### config.mk
export PLATFORM = sky130hd
export DESIGN_NAME = sync_length_sum_frame_deframer
export DESIGN_NICKNAME = d
export VERILOG_FILES = /design/src/rtl/slsd_pkg.sv /design/src/rtl/slsd_payload_ram.sv /design/src/rtl/slsd_parser.sv /design/src/rtl/slsd_replay.sv /design/src/rtl/sync_length_sum_frame_deframer.sv
export SDC_FILE = /design/constraint.sdc
export NUM_CORES = 1
export LEC_CHECK = 0
export BUFFER_PORTS_ARGS = -buffer_cell sky130_fd_sc_hd__buf_2
export CAP_MARGIN = 20
export CORE_MARGIN = 10
export CORE_UTILIZATION = 35
export DETAILED_ROUTE_END_ITERATION = 8
export GPL_TIMING_DRIVEN = 1
export PLACE_DENSITY = 0.49
export REMOVE_ABC_BUFFERS = 1
export SYNTH_ARGS = -nofsm -noshare
export SYNTH_HDL_FRONTEND = slang
export SYNTH_SLANG_ARGS = --single-unit
### constraint.sdc
create_clock -name i_clk -period 6.8 [get_ports i_clk]
set_input_delay 0.34 -clock i_clk [delete_from_list [all_inputs] [get_ports i_clk]]
set_output_delay 0.34 -clock i_clk [all_outputs]
set_load 0.01 [all_outputs]
### src/rtl/slsd_pkg.sv
// Package for the sync-header frame deframer: sizes, reset values, codes and
// the structs passed between the parser, the payload store and the replay unit.
// Depends on nothing.
package slsd_pkg;

    localparam int MAX_PAYLOAD = 32;
    localparam int ADDR_W      = (MAX_PAYLOAD > 1) ? $clog2(MAX_PAYLOAD) : 1;
    localparam int CNT_W       = $clog2(MAX_PAYLOAD + 1);
    localparam int PADDR_W     = 3;
    localparam int PDATA_W     = 32;

    localparam logic [7:0] FIRST_SYNC_RESET  = 8'hAA;
    localparam logic [7:0] SECOND_SYNC_RESET = 8'hAF;
    localparam logic [7:0] MAX_LEN           = 8'(MAX_PAYLOAD);

    localparam logic REG_FIRST_SYNC  = 1'b0;
    localparam logic REG_SECOND_SYNC = 1'b1;

    typedef enum logic [2:0] {
        PH_SYNC1 = 3'd0,
        PH_SYNC2 = 3'd1,
        PH_FUNC  = 3'd2,
        PH_LEN   = 3'd3,
        PH_DATA  = 3'd4,
        PH_SUM   = 3'd5,
        PH_SKIP  = 3'd6
    } t_phase;

    typedef enum logic [1:0] {
        ST_GOOD     = 2'd0,
        ST_BAD_SUM  = 2'd1,
        ST_OVERSIZE = 2'd2
    } t_status;

    typedef enum logic [1:0] {
        RP_IDLE = 2'd0,
        RP_EMIT = 2'd1,
        RP_READ = 2'd2,
        RP_LOAD = 2'd3
    } t_rstate;

    typedef struct packed {
        logic              en;
        logic [ADDR_W-1:0] addr;
        logic [7:0]        data;
    } t_wr;

    typedef struct packed {
        logic       valid;
        t_status    status;
        logic [7:0] func;
        logic [7:0] len;
        logic [7:0] sum;
        logic       replay;
    } t_job;

endpackage

### src/rtl/slsd_payload_ram.sv
// Payload store of the deframer: one write port and one registered read port.
// Depends on slsd_pkg for its depth and address width.
module slsd_payload_ram (
    input  logic                        i_clk,
    input  slsd_pkg::t_wr               i_wr,
    input  logic                        i_rd_en,
    input  logic [slsd_pkg::ADDR_W-1:0] i_rd_addr,
    output logic [7:0]                  o_rd_data
);

    logic [7:0] r_mem [slsd_pkg::MAX_PAYLOAD];
    logic [7:0] r_rd_data;

    always_ff @(posedge i_clk) begin
        if (i_wr.en) begin
            r_mem[i_wr.addr] <= i_wr.data;
        end
    end

    always_ff @(posedge i_clk) begin
        if (i_rd_en) begin
            r_rd_data <= r_mem[i_rd_addr];
        end
    end

    assign o_rd_data = r_rd_data;

endmodule

### src/rtl/slsd_parser.sv
// Header hunt and frame parser: tracks the frame phase, the running sum and
// the header fields, writes payload bytes to the store and issues replay jobs.
// Depends on slsd_pkg.
module slsd_parser (
    input  logic             i_clk,
    input  logic             i_rst_n,
    input  logic             i_take,
    input  logic [7:0]       i_byte,
    input  logic [7:0]       i_first_sync,
    input  logic [7:0]       i_second_sync,
    output slsd_pkg::t_wr    o_wr,
    output slsd_pkg::t_job   o_job
);

    slsd_pkg::t_phase r_phase, n_phase;
    logic [7:0]       r_func, n_func;
    logic [7:0]       r_len, n_len;
    logic [7:0]       r_taken, n_taken;
    logic [7:0]       r_sum, n_sum;
    logic [7:0]       w_sum_add;
    logic [7:0]       w_taken_inc;

    assign w_sum_add   = r_sum + i_byte;
    assign w_taken_inc = r_taken + 8'd1;

    always_comb begin
        n_phase = r_phase;
        n_func  = r_func;
        n_len   = r_len;
        n_taken = r_taken;
        n_sum   = r_sum;
        o_wr    = '0;
        o_job   = '0;
        if (i_take) begin
            case (r_phase)
                slsd_pkg::PH_SYNC1: begin
                    if (i_byte == i_first_sync) begin
                        n_sum   = i_byte;
                        n_phase = slsd_pkg::PH_SYNC2;
                    end
                end
                slsd_pkg::PH_SYNC2: begin
                    if (i_byte == i_second_sync) begin
                        n_sum   = w_sum_add;
                        n_phase = slsd_pkg::PH_FUNC;
                    end else begin
                        n_phase = slsd_pkg::PH_SYNC1;
                    end
                end
                slsd_pkg::PH_FUNC: begin
                    n_func  = i_byte;
                    n_sum   = w_sum_add;
                    n_phase = slsd_pkg::PH_LEN;
                end
                slsd_pkg::PH_LEN: begin
                    n_len   = i_byte;
                    n_sum   = w_sum_add;
                    n_taken = 8'd0;
                    if (i_byte > slsd_pkg::MAX_LEN) begin
                        o_job.valid  = 1'b1;
                        o_job.status = slsd_pkg::ST_OVERSIZE;
                        o_job.func   = r_func;
                        o_job.len    = i_byte;
                        o_job.sum    = w_sum_add;
                        n_phase      = slsd_pkg::PH_SKIP;
                    end else if (i_byte == 8'd0) begin
                        n_phase = slsd_pkg::PH_SUM;
                    end else begin
                        n_phase = slsd_pkg::PH_DATA;
                    end
                end
                slsd_pkg::PH_DATA: begin
                    o_wr.en   = (r_taken < slsd_pkg::MAX_LEN);
                    o_wr.addr = r_taken[slsd_pkg::ADDR_W-1:0];
                    o_wr.data = i_byte;
                    n_sum     = w_sum_add;
                    n_taken   = w_taken_inc;
                    if (w_taken_inc >= r_len) begin
                        n_phase = slsd_pkg::PH_SUM;
                    end
                end
                slsd_pkg::PH_SUM: begin
                    o_job.valid  = 1'b1;
                    o_job.func   = r_func;
                    o_job.len    = r_len;
                    o_job.sum    = r_sum;
                    if (i_byte != r_sum) begin
                        o_job.status = slsd_pkg::ST_BAD_SUM;
                    end else begin
                        o_job.status = slsd_pkg::ST_GOOD;
                        o_job.replay = (r_len != 8'd0);
                    end
                    n_phase = slsd_pkg::PH_SYNC1;
                end
                slsd_pkg::PH_SKIP: begin
                    if (r_taken >= r_len) begin
                        n_phase = slsd_pkg::PH_SYNC1;
                    end else begin
                        n_taken = w_taken_inc;
                    end
                end
                default: begin
                    n_phase = slsd_pkg::PH_SYNC1;
                end
            endcase
        end
    end

    always_ff @(posedge i_clk) begin
        if (!i_rst_n) begin
            r_phase <= slsd_pkg::PH_SYNC1;
            r_func  <= 8'd0;
            r_len   <= 8'd0;
            r_taken <= 8'd0;
            r_sum   <= 8'd0;
        end else begin
            r_phase <= n_phase;
            r_func  <= n_func;
            r_len   <= n_len;
            r_taken <= n_taken;
            r_sum   <= n_sum;
        end
    end

endmodule

### src/rtl/slsd_replay.sv
// Result sequencer: turns a finished frame into result beats, reading the
// payload store one entry at a time into the output register.
// Depends on slsd_pkg.
module slsd_replay (
    input  logic                        i_clk,
    input  logic                        i_rst_n,
    input  slsd_pkg::t_job              i_job,
    output logic                        o_idle,
    output logic                        o_rd_en,
    output logic [slsd_pkg::ADDR_W-1:0] o_rd_addr,
    input  logic [7:0]                  i_rd_data,
    output logic                        o_valid,
    input  logic                        i_ready,
    output logic [1:0]                  o_frame_status,
    output logic [7:0]                  o_function_code,
    output logic [7:0]                  o_payload_length,
    output logic                        o_has_payload,
    output logic [4:0]                  o_byte_index,
    output logic [7:0]                  o_payload_byte,
    output logic [7:0]                  o_computed_sum,
    output logic                        o_last_of_frame
);

    slsd_pkg::t_rstate          r_state, n_state;
    logic [slsd_pkg::CNT_W-1:0] r_idx, n_idx;
    slsd_pkg::t_status          r_status, n_status;
    logic [7:0]                 r_func, n_func;
    logic [7:0]                 r_len, n_len;
    logic [7:0]                 r_sum, n_sum;
    logic                       r_valid, n_valid;
    logic [1:0]                 r_o_status, n_o_status;
    logic [7:0]                 r_o_func, n_o_func;
    logic [7:0]                 r_o_len, n_o_len;
    logic                       r_o_has, n_o_has;
    logic [4:0]                 r_o_index, n_o_index;
    logic [7:0]                 r_o_byte, n_o_byte;
    logic [7:0]                 r_o_sum, n_o_sum;
    logic                       r_o_last, n_o_last;
    logic                       w_free;
    logic [7:0]                 w_idx8;
    logic                       w_last;

    assign w_free = !r_valid || i_ready;
    assign w_idx8 = 8'(r_idx);
    assign w_last = ((w_idx8 + 8'd1) == r_len);

    always_comb begin
        n_state    = r_state;
        n_idx      = r_idx;
        n_status   = r_status;
        n_func     = r_func;
        n_len      = r_len;
        n_sum      = r_sum;
        n_valid    = r_valid && !i_ready;
        n_o_status = r_o_status;
        n_o_func   = r_o_func;
        n_o_len    = r_o_len;
        n_o_has    = r_o_has;
        n_o_index  = r_o_index;
        n_o_byte   = r_o_byte;
        n_o_sum    = r_o_sum;
        n_o_last   = r_o_last;
        o_rd_en    = 1'b0;
        case (r_state)
            slsd_pkg::RP_IDLE: begin
                if (i_job.valid) begin
                    n_status = i_job.status;
                    n_func   = i_job.func;
                    n_len    = i_job.len;
                    n_sum    = i_job.sum;
                    n_idx    = '0;
                    n_state  = i_job.replay ? slsd_pkg::RP_READ : slsd_pkg::RP_EMIT;
                end
            end
            slsd_pkg::RP_EMIT: begin
                if (w_free) begin
                    n_valid    = 1'b1;
                    n_o_status = r_status;
                    n_o_func   = r_func;
                    n_o_len    = r_len;
                    n_o_has    = 1'b0;
                    n_o_index  = 5'd0;
                    n_o_byte   = 8'd0;
                    n_o_sum    = r_sum;
                    n_o_last   = 1'b1;
                    n_state    = slsd_pkg::RP_IDLE;
                end
            end
            slsd_pkg::RP_READ: begin
                o_rd_en = 1'b1;
                n_state = slsd_pkg::RP_LOAD;
            end
            slsd_pkg::RP_LOAD: begin
                if (w_free) begin
                    n_valid    = 1'b1;
                    n_o_status = r_status;
                    n_o_func   = r_func;
                    n_o_len    = r_len;
                    n_o_has    = 1'b1;
                    n_o_index  = w_idx8[4:0];
                    n_o_byte   = i_rd_data;
                    n_o_sum    = r_sum;
                    n_o_last   = w_last;
                    n_idx      = r_idx + 1'b1;
                    n_state    = w_last ? slsd_pkg::RP_IDLE : slsd_pkg::RP_READ;
                end
            end
            default: begin
                n_state = slsd_pkg::RP_IDLE;
            end
        endcase
    end

    always_ff @(posedge i_clk) begin
        if (!i_rst_n) begin
            r_state <= slsd_pkg::RP_IDLE;
            r_valid <= 1'b0;
            r_idx   <= '0;
        end else begin
            r_state <= n_state;
            r_valid <= n_valid;
            r_idx   <= n_idx;
        end
    end

    always_ff @(posedge i_clk) begin
        r_status   <= n_status;
        r_func     <= n_func;
        r_len      <= n_len;
        r_sum      <= n_sum;
        r_o_status <= n_o_status;
        r_o_func   <= n_o_func;
        r_o_len    <= n_o_len;
        r_o_has    <= n_o_has;
        r_o_index  <= n_o_index;
        r_o_byte   <= n_o_byte;
        r_o_sum    <= n_o_sum;
        r_o_last   <= n_o_last;
    end

    assign o_idle           = (r_state == slsd_pkg::RP_IDLE);
    assign o_rd_addr        = r_idx[slsd_pkg::ADDR_W-1:0];
    assign o_valid          = r_valid;
    assign o_frame_status   = r_o_status;
    assign o_function_code  = r_o_func;
    assign o_payload_length = r_o_len;
    assign o_has_payload    = r_o_has;
    assign o_byte_index     = r_o_index;
    assign o_payload_byte   = r_o_byte;
    assign o_computed_sum   = r_o_sum;
    assign o_last_of_frame  = r_o_last;

endmodule

### src/rtl/sync_length_sum_frame_deframer.sv
// Top level of the sync-header frame deframer with an additive 8-bit sum.
// Holds the sync byte registers and joins slsd_parser, slsd_payload_ram and
// slsd_replay; depends on slsd_pkg.
//
//   channel  | handshake                   | beat
//   ---------+-----------------------------+------------------------------------
//   rx byte  | i_rx_valid / o_rx_ready     | i_rx_byte
//   result   | o_res_valid / i_res_ready   | status, function, length, payload
//   config   | psel, penable, pwrite       | paddr, pwdata, prdata
//
// A byte is taken whenever the replay unit is idle.
// After its sum byte, a good frame with payload holds the input for one store
// read and one output load per result; any other frame holds it for its single beat.
// A stalled result beat holds the replay unit but not bytes that yield nothing.
// Reset is synchronous; the payload store is not cleared and needs no pass.
module sync_length_sum_frame_deframer (
    input  logic                         i_clk,
    input  logic                         i_rst_n,
    input  logic                         i_rx_valid,
    output logic                         o_rx_ready,
    input  logic [7:0]                   i_rx_byte,
    output logic                         o_res_valid,
    input  logic                         i_res_ready,
    output logic [1:0]                   o_frame_status,
    output logic [7:0]                   o_function_code,
    output logic [7:0]                   o_payload_length,
    output logic                         o_has_payload,
    output logic [4:0]                   o_byte_index,
    output logic [7:0]                   o_payload_byte,
    output logic [7:0]                   o_computed_sum,
    output logic                         o_last_of_frame,
    input  logic                         psel,
    input  logic                         penable,
    input  logic                         pwrite,
    input  logic [slsd_pkg::PADDR_W-1:0] paddr,
    input  logic [slsd_pkg::PDATA_W-1:0] pwdata,
    output logic [slsd_pkg::PDATA_W-1:0] prdata,
    output logic                         pready
);

    logic [7:0]                  r_first_sync;
    logic [7:0]                  r_second_sync;
    logic                        w_cfg_wr;
    logic                        w_take;
    logic                        w_idle;
    logic                        w_rd_en;
    logic [slsd_pkg::ADDR_W-1:0] w_rd_addr;
    logic [7:0]                  w_rd_data;
    slsd_pkg::t_wr               w_wr;
    slsd_pkg::t_job              w_job;

    assign pready   = 1'b1;
    assign w_cfg_wr = psel && penable && pwrite;

    always_ff @(posedge i_clk) begin
        if (!i_rst_n) begin
            r_first_sync  <= slsd_pkg::FIRST_SYNC_RESET;
            r_second_sync <= slsd_pkg::SECOND_SYNC_RESET;
        end else if (w_cfg_wr) begin
            case (paddr[2])
                slsd_pkg::REG_FIRST_SYNC: begin
                    r_first_sync <= pwdata[7:0];
                end
                slsd_pkg::REG_SECOND_SYNC: begin
                    r_second_sync <= pwdata[7:0];
                end
                default: begin
                end
            endcase
        end
    end

    always_comb begin
        case (paddr[2])
            slsd_pkg::REG_FIRST_SYNC: begin
                prdata = slsd_pkg::PDATA_W'(r_first_sync);
            end
            slsd_pkg::REG_SECOND_SYNC: begin
                prdata = slsd_pkg::PDATA_W'(r_second_sync);
            end
            default: begin
                prdata = '0;
            end
        endcase
    end

    assign o_rx_ready = w_idle;
    assign w_take     = i_rx_valid && w_idle;

    slsd_parser u_parser (
        .i_clk         (i_clk),
        .i_rst_n       (i_rst_n),
        .i_take        (w_take),
        .i_byte        (i_rx_byte),
        .i_first_sync  (r_first_sync),
        .i_second_sync (r_second_sync),
        .o_wr          (w_wr),
        .o_job         (w_job)
    );

    slsd_payload_ram u_ram (
        .i_clk     (i_clk),
        .i_wr      (w_wr),
        .i_rd_en   (w_rd_en),
        .i_rd_addr (w_rd_addr),
        .o_rd_data (w_rd_data)
    );

    slsd_replay u_replay (
        .i_clk            (i_clk),
        .i_rst_n          (i_rst_n),
        .i_job            (w_job),
        .o_idle           (w_idle),
        .o_rd_en          (w_rd_en),
        .o_rd_addr        (w_rd_addr),
        .i_rd_data        (w_rd_data),
        .o_valid          (o_res_valid),
        .i_ready          (i_res_ready),
        .o_frame_status   (o_frame_status),
        .o_function_code  (o_function_code),
        .o_payload_length (o_payload_length),
        .o_has_payload    (o_has_payload),
        .o_byte_index     (o_byte_index),
        .o_payload_byte   (o_payload_byte),
        .o_computed_sum   (o_computed_sum),
        .o_last_of_frame  (o_last_of_frame)
    );

    a_no_write_during_replay: assert property (
        @(posedge i_clk) disable iff (!i_rst_n)
        (w_wr.en || w_job.valid) |-> w_idle
    ) else $error("Payload store written or job issued while replay is busy.");

    a_payload_only_good: assert property (
        @(posedge i_clk) disable iff (!i_rst_n)
        (o_res_valid && o_has_payload) |->
            (o_frame_status == slsd_pkg::ST_GOOD &&
             8'(o_byte_index) < o_payload_length)
    ) else $error("Payload beat outside a good frame or beyond its length.");

    a_error_single_beat: assert property (
        @(posedge i_clk) disable iff (!i_rst_n)
        (o_res_valid && o_frame_status != slsd_pkg::ST_GOOD) |->
            (o_last_of_frame && !o_has_payload)
    ) else $error("Error result is not a single closing beat.");

    a_read_before_load: assert property (
        @(posedge i_clk) disable iff (!i_rst_n)
        w_rd_en |=> !w_rd_en
    ) else $error("Payload store read twice without loading a result.");

endmodule
Word level (Yosys, flattened, before mapping)
Memories as Yosys holds them, arrays and structs flattened. A register that Yosys moved wholly into a read port is not among the register bits. Cells that the tools add are included.

$add $sub $neg: 4. Muxes and demuxes: 46. Bitwise logic cells: 1. Reductions and logical operators: 29. Equal/unequal tests: 21. Order comparisons: 4.

Operators by type and width (count): $pmux W32 S2 (1); $pmux W27 S2 (1); $pmux W8 S3 (2); $mux W8 (5); $mux W14 (2); $mux W28 (1); $mux W27 (1); $eq A8 B8 Y1 (3); $pmux W3 S6 (1); $ge A8 B8 Y1 (2); $pmux W8 S2 (1); $mux W2 (7); $ne A2 B1 Y1 const B (7); $mux W1 (12); $mux W6 (2); $pmux W6 S2 (1); $reduce_and A2 Y1 (6); $reduce_and A3 Y1 (4); $mux W5 (2); $pmux W5 S2 (1); $eq A3 B3 Y1 const B (3); $mux W3 (3); $add A8 B1 Y8 const B (1); $add A8 B8 Y8 (1); other kinds (25) (35).

RAM bits: 256. Output and inout port bits: 76. Memories kept: 1. Flip-flop bits (word level): 127. Word-level logic and storage cells: 128. Input port bits: 50.

Memory list: u_ram.r_mem (depth 32, bits a word 8, rd ports 1, clocked after Yosys merged registers in 1, write ports 1, RTL line slsd_payload_ram.sv:11) `logic [7:0] r_mem [slsd_pkg::MAX_PAYLOAD];`.

Logic depth before layout (Yosys ltp)
Gate-level depths: netlist of the first run.

Depth in word-level cells: 7. Depth in mapped cells: 13. Mapped depth without buffers: 12.

Modules after synthesis
A second synthesis of the first run with hierarchy kept.

Cell total of the unflattened synthesis: 1089. Area, all modules: 17006.3 µm².

By module, submodules not included: slsd_payload_ram (area each 10133.5 µm², seq. area each 7927.6 µm², cells each 417, instances 1); slsd_parser (area each 3104.2 µm², seq. area each 700.7 µm², cells each 401, instances 1); slsd_replay (area each 2767.7 µm², seq. area each 2192.1 µm², cells each 169, instances 1); sync_length_sum_frame_deframer (area each 1001.0 µm², seq. area each 320.3 µm², cells each 102, instances 1).

Least setup slack after synthesis of the first run
Ideal clock, no wire load.

Path kind: register to register. From: register u_replay.r_state[0]. To: memory u_ram.r_mem[0][1] (data pin). Stages on the path, launching flop included: 6. Period minus slack after synthesis: 3.362 ns. Required time: 6.261 ns. Setup slack: 3.438 ns. Setup time: 0.539 ns. Arrival: 2.823 ns. Buffers on the path: 1. Cells stage by stage: dfxtp_1 -> inv_1 -> ha_1 -> nand2_1 -> clkbuf_1 -> nor4_1.

RTL lines: start: declaration (RTL line slsd_replay.sv:24) `slsd_pkg::t_rstate r_state, n_state;`; start signal: assignment (RTL line slsd_replay.sv:116) `r_state <= slsd_pkg::RP_IDLE;`; start signal: assignment (RTL line slsd_replay.sv:120) `r_state <= n_state;`; end: declaration (RTL line slsd_payload_ram.sv:11).

Worst setup path after layout of the first run
From: register u_replay.r_state[1]. To: memory u_ram.r_mem[0][4], enable pin.

Cells in the longest elaborated chain, start to end: 5.

RTL lines: $logic_not A2 Y1 * (RTL line slsd_replay.sv:141) `assign o_idle = (r_state == slsd_pkg::RP_IDLE);`; $logic_and A1 B1 Y1 * (RTL line sync_length_sum_frame_deframer.sv:88) `assign w_take = i_rx_valid && w_idle;`; $mux W14 * (RTL line slsd_parser.sv:34) `if (i_take) begin`; $mux W1 (RTL line slsd_payload_ram.sv:15) `if (i_wr.en) begin`; $mux W1 (not written as such) (RTL line slsd_payload_ram.sv:16) `r_mem[i_wr.addr] <= i_wr.data;`.

Every way passes the cells marked *; elsewhere a longest branch is shown, timed or not.

==> results.sh, run 1 <==
export IMPL_status="finished clean"
export IMPL_rsz0062_at_grt="false"
export IMPL_h_tree_depth=2
export IMPL_wirelength_um=40900
export IMPL_post_route_min_period_ns=4.297
export IMPL_vdd_ir_drop_worst_mv=0.1686
export IMPL_finalPower_uw=5199
export IMPL_die_x_um=238.7
export IMPL_drc=0
export IMPL_synth_edf_count=331
export IMPL_core_area_um2=47550
export IMPL_cts_made_buffers=43
export IMPL_firstDrtPassIters=5
export IMPL_leakage_uw=0.006892
export IMPL_final_antenna_net_count=0
export IMPL_final_cell_mix="edfxtp_1 (331), nor2_1 (91), nand2_1 (86)"
export IMPL_crit_required_ns=6.98
export IMPL_drt_iter0_drc=622
export IMPL_rows=80
export IMPL_clockRootBuffer="clkbuf_16"
export IMPL_cts_tree="yes"
export IMPL_gp_congestion=0.7487
export IMPL_die_area_um2=56980
export IMPL_max_slew_worst_pin_slew_ns=1.220
export IMPL_crit_path_start_kind="flop"
export IMPL_clk_pin_slew_ns=0.06
export IMPL_vias=9262
export IMPL_wl_per_cell_um=22.47
export IMPL_initial_core_util_pct=35.21
export IMPL_antenna_found_initial=0
export IMPL_avgSynthCellArea_um2=15.39
export IMPL_ios=126
export IMPL_drive_gt1_share_pct=21.58
export IMPL_grt_pass1_vias=9425
export IMPL_synthArstFlopShare_pct=0
export IMPL_setup_viol=0
export IMPL_cap_violations=0
export IMPL_insertedDiodeCount=0
export IMPL_maxSlewHeadroom_pct=18.10
export IMPL_yosys_warnings=0
export IMPL_end_kind="flop"
export IMPL_fp_dieH_um=238.7
export IMPL_cts_setup_buffers=0
export IMPL_io_buffers=74
export IMPL_ys_seq_area_share_pct=66.55
export IMPL_final_util_pct=40.17
export IMPL_ys_types=67
export IMPL_path_max_fanout=13
export IMPL_skew_ns=0.01611
export IMPL_synth_cells=1088
export IMPL_worstSkewPairLatency_ns=0.57
export IMPL_hold_class="in2reg"
export IMPL_dp_hpwl_um=26490
export IMPL_synth_flop_cell="edfxtp_1"
export IMPL_ctsResizeCount=0
export IMPL_cts_sinks=391
export IMPL_report_final_slew_viol_count=0
export IMPL_area_growth_pct=14.09
export IMPL_finalCritPeriodShare_pct=63.19
export IMPL_crit_type="reg2reg"
export IMPL_final_hold_viol_count=0
export IMPL_nNetsFinal=1253
export IMPL_grt_use_total_pct=14.28
export IMPL_cts_buffer_depth=3
export IMPL_clock_fmax_ghz=0.2327
export IMPL_powerDensity_nw_per_um2=272.2
export IMPL_grt_max_degree=69
export IMPL_setup_tns_ns=0
export IMPL_globalRouteOverflowTotal=0
export IMPL_final_common_cell="edfxtp_1"
export IMPL_cp_data_arrival_time_ns=4.48
export IMPL_grt_first_pass_wirelength_um=61100
export IMPL_vias_per_cell=5.089
export IMPL_synth_area_um2=16740
export IMPL_ys_seq_elements=391
-- layout make-up --
| class | count | area [um^2] |
|---|---|---|
| fill | 4377 | 28450 |
| sequential | 391 | 11150 |
| multi-input combinational | 615 | 5132 |
| clock buffer | 49 | 1099 |
| tap | 615 | 769.5 |
| timing repair buffer | 100 | 640.6 |
| clock inverter | 28 | 229.0 |
| inverter | 22 | 82.58 |
-- cells by family (layout without fill, tap and decap cells) --
logic type                 count (synthesis)  in the layout  synth area share [%]
xor gates and xnor gates                  37             37                 1.936
DFF                                      391            391                 66.55
buffers and inverters                    105            199                 3.356
AOI/OAI and AO/OA                        105            105                 4.275
muxes                                    111            111                 12.89
and+or+nand+nor                          307            307                 8.655
adders and majority gates                 30             30                 2.287
other                                      2             25               0.04486
-- per-stage QoR --
stage / area [um^2] / instances / setup slack, ns / hold WS [ns]
detailed placement: 17710 / 1739 / 2.519 / 0.4063
floorplan: 16350 / 1028 / 2.188 / 0.4003
global route: 19100 / 1820 / 2.218 / 0.01165
global placement: 17640 / 1736 / 2.587 / 0.4014
finish: 19100 / 1820 / 2.503 / 0.02442
CTS: 19070 / 1819 / 2.497 / 0.0002591
-- sequential cells by signal, summed over array words and instances (netlist names), 8 cells and up --
name and flops:
u_ram.o_rd_data 8, u_replay.r_sum 8, u_replay.o_payload_length 8, u_replay.r_len 8
u_parser.r_sum 8, u_replay.r_func 8, u_replay.o_payload_byte 8, u_replay.o_function_code 8
r_first_sync 8, u_parser.r_len 8, u_replay.o_computed_sum 8, u_parser.r_func 8
r_second_sync 8, u_parser.r_taken 8, u_ram.r_mem 256
-- worst paths after layout --
kind,end,cells past startpoint,from,slack (ns)
worst max register to register,u_ram.r_mem[0][4],9,u_replay.r_state[1],2.50
worst min register to register,u_replay.o_function_code[2],0,u_replay.r_func[2],0.42
worst max-delay path,u_ram.r_mem[0][4],9,u_replay.r_state[1],2.50
worst min-delay path,r_first_sync[1],3,pwdata[1],0.02
-- synthesized netlist by cell type (all sizes together), types with 2 or more instances --
master	instances	area share [%]
a221oi	2	0.21
nand2	87	2.0
o41ai	2	0.15
and3	4	0.15
a21o	4	0.18
nand3b	3	0.13
ha	29	2.2
or3	3	0.11
nor2b	13	0.49
mux2	16	1.1
nand4	7	0.26
dfxtp	60	7.2
a31oi	3	0.11
o2111ai	2	0.10
nor2	92	2.1
mux4	80	11
a32o	2	0.12
a211oi	4	0.21
nand3	32	0.96
a21oi	35	1.0
nor3b	3	0.13
mux2i	15	0.90
or2	2	0.075
o31ai	2	0.090
edfxtp	331	59
conb	2	0.045
a311oi	6	0.31
xor2	9	0.47
clkbuf	31	0.70
nor4	8	0.30
or4	3	0.13
and2	31	1.2
inv	22	0.49
o211ai	2	0.090
a22oi	14	0.63
o21ai	17	0.53
nor3	9	0.27
nand2b	5	0.19
xnor2	28	1.5
buf	52	2.2
o21a	2	0.090
-- routing by layer --
layer / vias to the layer above / routed length, um / share of wire [%] / track usage (%)
met3: 54 / 1612 / 3.9 / 2.582
met2: 183 / 19580 / 48 / 22.68
li1: 4276 / - / - / -
met5: - / 0 / 0 / 0
met4: 0 / 690 / 1.7 / 3.515
met1: 4749 / 19010 / 46 / 19.88
-- report_power, final --
group          leakage, uW  switching, uW  internal, uW
combinational      0.00210            207          98.6
clock             0.000653            948          1280
sequential         0.00414           25.0          2640
-- critical path, stage by stage, from the launching register on --
cell and delay, ns:
dfxtp_1 0.33, inv_1 0.10, ha_1 0.45, nand2_1 0.48
nor3_1 0.27, buf_4 0.25, nor4b_1 0.52, nor2b_1 0.24
o21ai_1 0.43, nor2_1 0.84
-- repair_timing --
action                                  in CTS  in global routing
endpoints found under the setup margin       0                  0
hold buffers                                 3                  0
endpoints found under the hold margin        4                  0
(Power assumes the default switching activity.)
==> run 2: changes to the inputs <==
Clock period 6.8 ns to 4.33 ns, I/O delays scaled along.
==> run 2 against run 1 <==
  * Non-clock buffer count increased by 47
  * Sequential share of layout area decreased by 1.1 points
  * Clock-buffer cell count increased by 6
  * Clock skew increased by 0.0047 ns
  * Critical path depth decreased by 1
  * Largest power group unchanged
  * Worst hold slack improved by 0.039 ns
  * Via count increased by 2.1%
  * Critical path type unchanged
  * Highest routed layer unchanged
  * Routed wire length decreased by 0.41%
  * Worst setup slack got worse by 1.3 ns
==> results.sh, run 2 (synthesis gave the netlist of run 1 again) <==
export IMPL_core_area_um2=47550
export IMPL_worst_hold_slack_ns=0.06333
export IMPL_path_cells="nand2b_1, buf_4, nor3_1, nor4b_1, nor2b_1, nand2_1, nor2_1, buf_4"
export IMPL_leakage_uw=0.007117
export IMPL_postLayoutCellArea_um2=19460
export IMPL_largest_reg_flops=256
export IMPL_postPlaceCellArea_um2=18050
export IMPL_wirelength_um=40730
export IMPL_clock_fmax_ghz=0.3160
export IMPL_slowest_stage="dfxtp_1"
export IMPL_status="finished clean"
export IMPL_firstDrtPassIters=5
export IMPL_final_hold_viol_count=0
export IMPL_cts_tree="yes"
export IMPL_hold_class="in2reg"
export IMPL_crit_required_ns=4.59
export IMPL_wl_per_cell_um=21.77
export IMPL_drc=0
export IMPL_worst_path_most_repeated_cell="buf_4"
export IMPL_vias=9452
export IMPL_rsz0062_at_grt="false"
export IMPL_p_comb_share_pct=6.1
export IMPL_setup_viol=0
export IMPL_io_buffers=74
export IMPL_cts_made_buffers=44
export IMPL_drt_iter0_drc=732
export IMPL_crit_type="reg2reg"
export IMPL_final_antenna_net_count=0
export IMPL_vdd_ir_drop_worst_mv=0.2404
export IMPL_h_tree_depth=2
export IMPL_grt_pass1_vias=9364
export IMPL_p_int_uw=6302
export IMPL_swShare_pct=22.87
export IMPL_insertedDiodeCount=0
export IMPL_dp_slack_ns=1.186
export IMPL_grt_use_total_pct=14.28
export IMPL_crit_path_start_kind="flop"
export IMPL_drive_gt1_share_pct=23.73
export IMPL_path_max_fanout=15
export IMPL_vias_per_cell=5.052
export IMPL_crit_path_max_incr_delay_ns=0.59
export IMPL_ios=126
export IMPL_regMostFlops="u_ram.r_mem"
export IMPL_cts_buffer_depth=3
export IMPL_nNetsFinal=1301
export IMPL_grt_first_pass_wirelength_um=61160
export IMPL_die_area_um2=56980
export IMPL_maxSlewHeadroom_pct=34.68
export IMPL_setup_tns_ns=0
export IMPL_worstSkewPairLatency_ns=0.57
export IMPL_powerDensity_nw_per_um2=419.8
export IMPL_grt_max_degree=49
export IMPL_clkPwrFrac_pct=42.7
export IMPL_gp_congestion=0.7698
export IMPL_area_growth_pct=16.27
export IMPL_dp_hpwl_um=26790
export IMPL_final_cell_mix="edfxtp_1 (331), nor2_1 (91), nand2_1 (86)"
export IMPL_cts_sinks=391
export IMPL_globalRouteOverflowTotal=0
export IMPL_post_route_min_period_ns=3.165
export IMPL_die_x_um=238.7
export IMPL_cap_violations=0
export IMPL_initial_core_util_pct=35.21
export IMPL_clockRootBuffer="clkbuf_16"
export IMPL_rows=80
export IMPL_p_sw_uw=1868
export IMPL_skew_ns=0.02084
export IMPL_finalCritPeriodShare_pct=73.09
export IMPL_ctsResizeCount=0
export IMPL_max_slew_worst_pin_slew_ns=0.9728
export IMPL_final_common_cell="edfxtp_1"
export IMPL_layout_setup_ws_ns=1.165
export IMPL_fp_dieH_um=238.7
export IMPL_clk_pin_slew_ns=0.06
export IMPL_end_kind="flop"
export IMPL_p_seq_share_pct=51.3
export IMPL_antenna_found_initial=0
export IMPL_report_final_slew_viol_count=0
export IMPL_cp_data_arrival_time_ns=3.43
## run 2: worst paths after layout
path	slack (ns)	end	startpoint	cells after the start
max reg2reg	1.17	u_ram.r_mem[9][4]	u_parser.r_phase[2]	8
min reg2reg	0.42	u_replay.o_function_code[4]	u_replay.r_func[4]	0
min	0.06	u_parser.r_len[3]	i_rx_byte[3]	3
max	1.17	u_ram.r_mem[9][4]	u_parser.r_phase[2]	8
## run 2: routing by layer
| layer | GRT usage, % | routed length, um | part of all wire [%] |
|---|---|---|---|
| met5 | 0 | 0 | 0 |
| met4 | 3.825 | 718 | 1.8 |
| met3 | 2.374 | 1854 | 4.6 |
| met2 | 21.99 | 19090 | 47 |
| met1 | 20.48 | 19070 | 47 |
## run 2: power by group through the flow
stage          clock [uW]  combinational, uW  sequential [uW]
3_5_place_dp            0                502             4270
6_report             3490                497             4190
5_1_grt              3740                549             4200
4_1_cts              3580                509             4190
3_3_place_gp            0                497             4270
2_1_floorplan           0                238             4300
## run 2: what timing repair did
| item | in CTS | in global routing |
|---|---|---|
| buffers inserted | 0 | 0 |
| hold buffers | 8 | 0 |
| endpoints found under the hold margin | 16 | 0 |
## run 2: critical path: cells and delay by family, from the launching register on
| kind | cells | cell delay, ns |
|---|---|---|
| flip-flops | 1 | 0.59 |
| AND/OR/NAND/NOR | 6 | 1.85 |
| buffers and inverters | 2 | 0.43 |
## run 2: layout make-up
| cell class | instances | area [um^2] |
|---|---|---|
| fillers | 4313 | 28080 |
| flip-flops and latches | 391 | 11150 |
| inverters | 22 | 82.58 |
| clock inverters | 26 | 163.9 |
| multi-input cells | 615 | 5132 |
| clock buffers | 55 | 1174 |
| repair buffers | 147 | 996.0 |
| well taps | 615 | 769.5 |
## run 2: through the flow
stage          total power, uW  utilization, %  cells
3_3_place_gp              4767           37.90   1781
3_5_place_dp              4771           37.96   1782
6_report                  8170           40.94   1871
5_1_grt                   8483           40.94   1871
4_1_cts                   8277           40.94   1871
2_1_floorplan             4540               -   1028
